File: src/rtl/core/kss_pkg.sv
// shared types and constants for the kth smallest stream selector
package kss_pkg;

  localparam int unsigned DATA_W = 32;
  localparam int unsigned RANK_W = 7;
  localparam logic [RANK_W-1:0] RANK_RESET = 7'd1;

  typedef logic signed [DATA_W-1:0] data_t;

  typedef struct packed {
    logic ins;
    logic clr;
  } cell_ctrl_t;

endpackage

File: src/rtl/core/kss_cell.sv
// one cell of the sorted insertion chain
module kss_cell
  import kss_pkg::*;
(
  input  logic       clk,
  input  cell_ctrl_t ctrl,
  input  data_t      new_val,
  input  logic       prev_gt,
  input  data_t      prev_val,
  input  logic       prev_valid,
  output logic       gt,
  output data_t      val,
  output logic       valid
);

  data_t val_next;
  logic  valid_next;

  // an empty cell counts as larger than anything
  assign gt = !valid || (val > new_val);

  always_comb begin
    val_next   = val;
    valid_next = valid;
    if (ctrl.clr) begin
      valid_next = 1'b0;
    end else if (ctrl.ins && gt) begin
      val_next   = prev_gt ? prev_val : new_val;
      valid_next = prev_gt ? prev_valid : 1'b1;
    end
  end

  always_ff @(posedge clk) begin
    val <= val_next;
  end

  always_ff @(posedge clk) begin
    if (ctrl.clr) begin
      valid <= 1'b0;
    end else begin
      valid <= valid_next;
    end
  end

endmodule

File: config.mk
export PLATFORM = sky130hd
export DESIGN_NAME = kss_cell
export DESIGN_NICKNAME = d
export VERILOG_FILES = /design/src/rtl/core/kss_pkg.sv /design/src/rtl/core/kss_cell.sv
export SDC_FILE = /design/constraint.sdc
export NUM_CORES = 1
export LEC_CHECK = 0
export BUFFER_PORTS_ARGS = -buffer_cell sky130_fd_sc_hd__clkbuf_2
export CAP_MARGIN = 10
export CORE_UTILIZATION = 49
export DETAILED_ROUTE_END_ITERATION = 16
export PLACE_DENSITY = 0.83
export SKIP_LAST_GASP = 1
export SYNTH_ARGS = -nofsm -noshare
export SYNTH_HDL_FRONTEND = slang
export SYNTH_SLANG_ARGS = --single-unit
File: constraint.sdc
create_clock -name clk -period 18.3 [get_ports clk]
set_input_delay 3.66 -clock clk [delete_from_list [all_inputs] [get_ports clk]]
set_output_delay 3.66 -clock clk [all_outputs]
set_load 0.1 [all_outputs]
==> results.toml <==
[place]
dpl.hpwl_um = 3770
dpl.cell_count = 381
place_congestion = 0.781
placed_cell_area_sq_um = 2770
place_ws_ns = 8.83
portBuffers = 102

[drt]
ant_nets = 0
viasPerCell = 5.01
post_drt_wl_per_cell_um = 12.3
vias = 1950
drtIter0Drc = 102
drc_errors = 0
drt_first_pass_iters = 4
wirelength_um = 4780

[timing]
setup_viol = 0
fmax_ghz = 0.106
rsz0062_at_grt = "false"
hold_violations = 0
finalSetupTns_ns = 0
fin_skew_ns = 0.00954
slew_headroom = 0.279
fin_crit_ns = 9.46
finalWorstSetupSlack_ns = 8.84
finalMaxSlewViolations = 0
worst_slew_pin_slew_ns = 1.08
finalCritPeriodShare = 0.517

[min_path]
hold_class = "reg2reg"
holdPathEnd = "valid"
holdPathStages = 3
min_from = "valid"

[critical_path]
arrival_ns = 5.80
endpoint_kind = "primary output"
critical-path-max-stage-delay_ns = 0.51
r2r_slack_ns = 15.61
crit_family = "compound AO/OA/AOI/OAI gates"
cp_max_fo = 3
crit_top_cell = "clkbuf_2"
cp_cell_sequence = "clkbuf_2 > inv_1 > ha_1 > nand4_1 > nor4_2 > a21boi_2 > a2111o_1 > a21oi_2 > o31ai_1 > clkbuf_2"
crit_buf_inv = 3
reg2reg_to = "val[0]"
required_ns = 14.64
r2r_start = "val[13]"
cp_slowest_cell = "clkbuf_2"
critPathLaunchType = "input pin"
rr_worst_depth = 8
path_class = "in2out"

[synth]
syn-cell-area_sq_um = 2210
synth_edf_count = 32
ys_dominant_reg_cell = "edfxtp_1"
synth_area_leaders = "edfxtp_1 (44%), ha_1 (18%), o21ai_0 (7.7%)"
synth.largest_area_cell = "edfxtp_1"
synth_cells = 232
yosys.cell_types.count = 33
ys_warn_count = 0
synth-async-reset-ratio = 0
ys_seq_area_frac = 0.444
syn_nets = 333
synth-seq-cells = 33
synth.top_cell.area_share = 0.435
avgSynthCellArea_sq_um = 9.52

[clock_tree]
cts_tree = "built"
clockBufferDepth = 2
htree_levels = 2
clock_latency_ns = 0.29
cts-root-buf = "clkbuf_8"
cts.sinks = 33
cts_resized = 0
post_cts_buffers = 0
numCtsBuffers = 5
postCtsHoldBufs = 0
clk_pin_slew_ns = 0.07

[power_and_ir_drop]
leakagePower_nw = 1.47
powerDensity_nw_per_um2 = 85.9
p_total_uw = 245
ir_drop_mv = 0.0516

[grt]
grt_pass1_vias = 1882
grt_overflow = 0
antenna_found_initial = 0
grt_max_degree = 66
grt_pass1_wl_um = 8160
globalRouteTotalUtil = 0.213

[layout]
final_area_sq_um = 2850
area_growth_syn_to_layout_pct = 29.2
nets = 437
antennaDiodeCount = 0
final_cells = 389
post_route_cells_drive_above_1_share = 0.353

[floorplanning]
die-area_sq_um = 4780
num_rows = 24
die_h_um = 69.1
start_util = 0.507
io_pins = 103
core_area_sq_um = 4350
fp.dieW_um = 69.1

[outcome]
outcome = "completed"

[run]
maxCapViolations = 0
[synth_stat cells (all sizes together) (3+ instances only)]
library cell / count
edfxtp: 32
nand2: 44
nor2: 7
ha: 32
nand4: 3
inv: 34
clkbuf: 6
o21ai: 34
a21oi: 16
[through the flow]
stage               hold slack [ns]   util
floorplan                      1.06      -
global placement              0.612  0.637
detailed placement            0.621  0.637
CTS                           0.632  0.655
global route                  0.677  0.655
finish                        0.633  0.655
[per-layer routing]
metal | wire length, um | share of wire | up-vias | GRT usage
met5 | 0 | 0 | - | 0
met4 | 91 | 0.019 | 0 | 0.0748
met3 | 219 | 0.046 | 10 | 0.0482
met2 | 2270 | 0.47 | 64 | 0.347
met1 | 2200 | 0.46 | 861 | 0.279
li1 | - | - | 1015 | -
[how the worst max path moves through the flow]
stage	slack (ns)	to	startpoint	cells past startpoint
floorplan	7.62	gt	new_val[14]	8
global placement	8.91	gt	new_val[14]	10
detailed placement	8.83	gt	new_val[14]	10
CTS	8.80	gt	new_val[14]	10
global route	8.71	gt	new_val[14]	10
finish	8.84	gt	new_val[14]	10
[cells by family after synthesis]
logic type | after synthesis | share of synthesized area
AND/OR/NAND/NOR | 63 | 0.134
flip-flops | 33 | 0.444
buffers and inverters | 41 | 0.0731
multiplexers | 1 | 0.00510
AO/OA/AOI/OAI | 62 | 0.163
adder cells (fa/ha/maj) | 32 | 0.181
[report_power, final]
| group | leakage [nW] | internal (mW) | total (mW) | switching (mW) |
|---|---|---|---|---|
| Clock | 0.0430 | 0.0256 | 0.0535 | 0.0279 |
| Sequential | 0.315 | 0.0922 | 0.0960 | 0.00386 |
| Combinational | 1.11 | 0.0221 | 0.0957 | 0.0736 |
| Total | 1.47 | 0.140 | 0.245 | 0.105 |
[tightest hold or removal path, delay by kind of cell, from the launching register on]
kind / cells / cell delay (ns)
compound gates: 2 / 0.21
simple gates: 1 / 0.05
flops: 1 / 0.34
[placed cells by master, fill, tap and decap left out, drive strengths merged, types with 2 or more instances in the layout]
cell,instances
edfxtp,32
buf,2
nand2b,2
o21ai,34
clkinv,3
ha,32
inv,34
a21boi,2
nand4,3
clkbuf,107
nor4,2
nor2,7
a21oi,16
o21a,2
nand2,44
[registers in the layout, summed over array words and instances (netlist names)]
| signal | cells |
|---|---|
| val | 32 |
| valid | 1 |
[area by class of cell]
| cell class | instances | area, sq um |
|---|---|---|
| multi-input cells | 158 | 1070 |
| clock buffers | 5 | 68.8 |
| clock inverters | 3 | 12.5 |
| inverters | 34 | 128 |
| flip-flops and latches | 33 | 981 |
| well taps | 52 | 65.1 |
| fillers | 370 | 1500 |
| repair buffers | 104 | 526 |
Note: power is estimated with default switching activity, not from simulation.
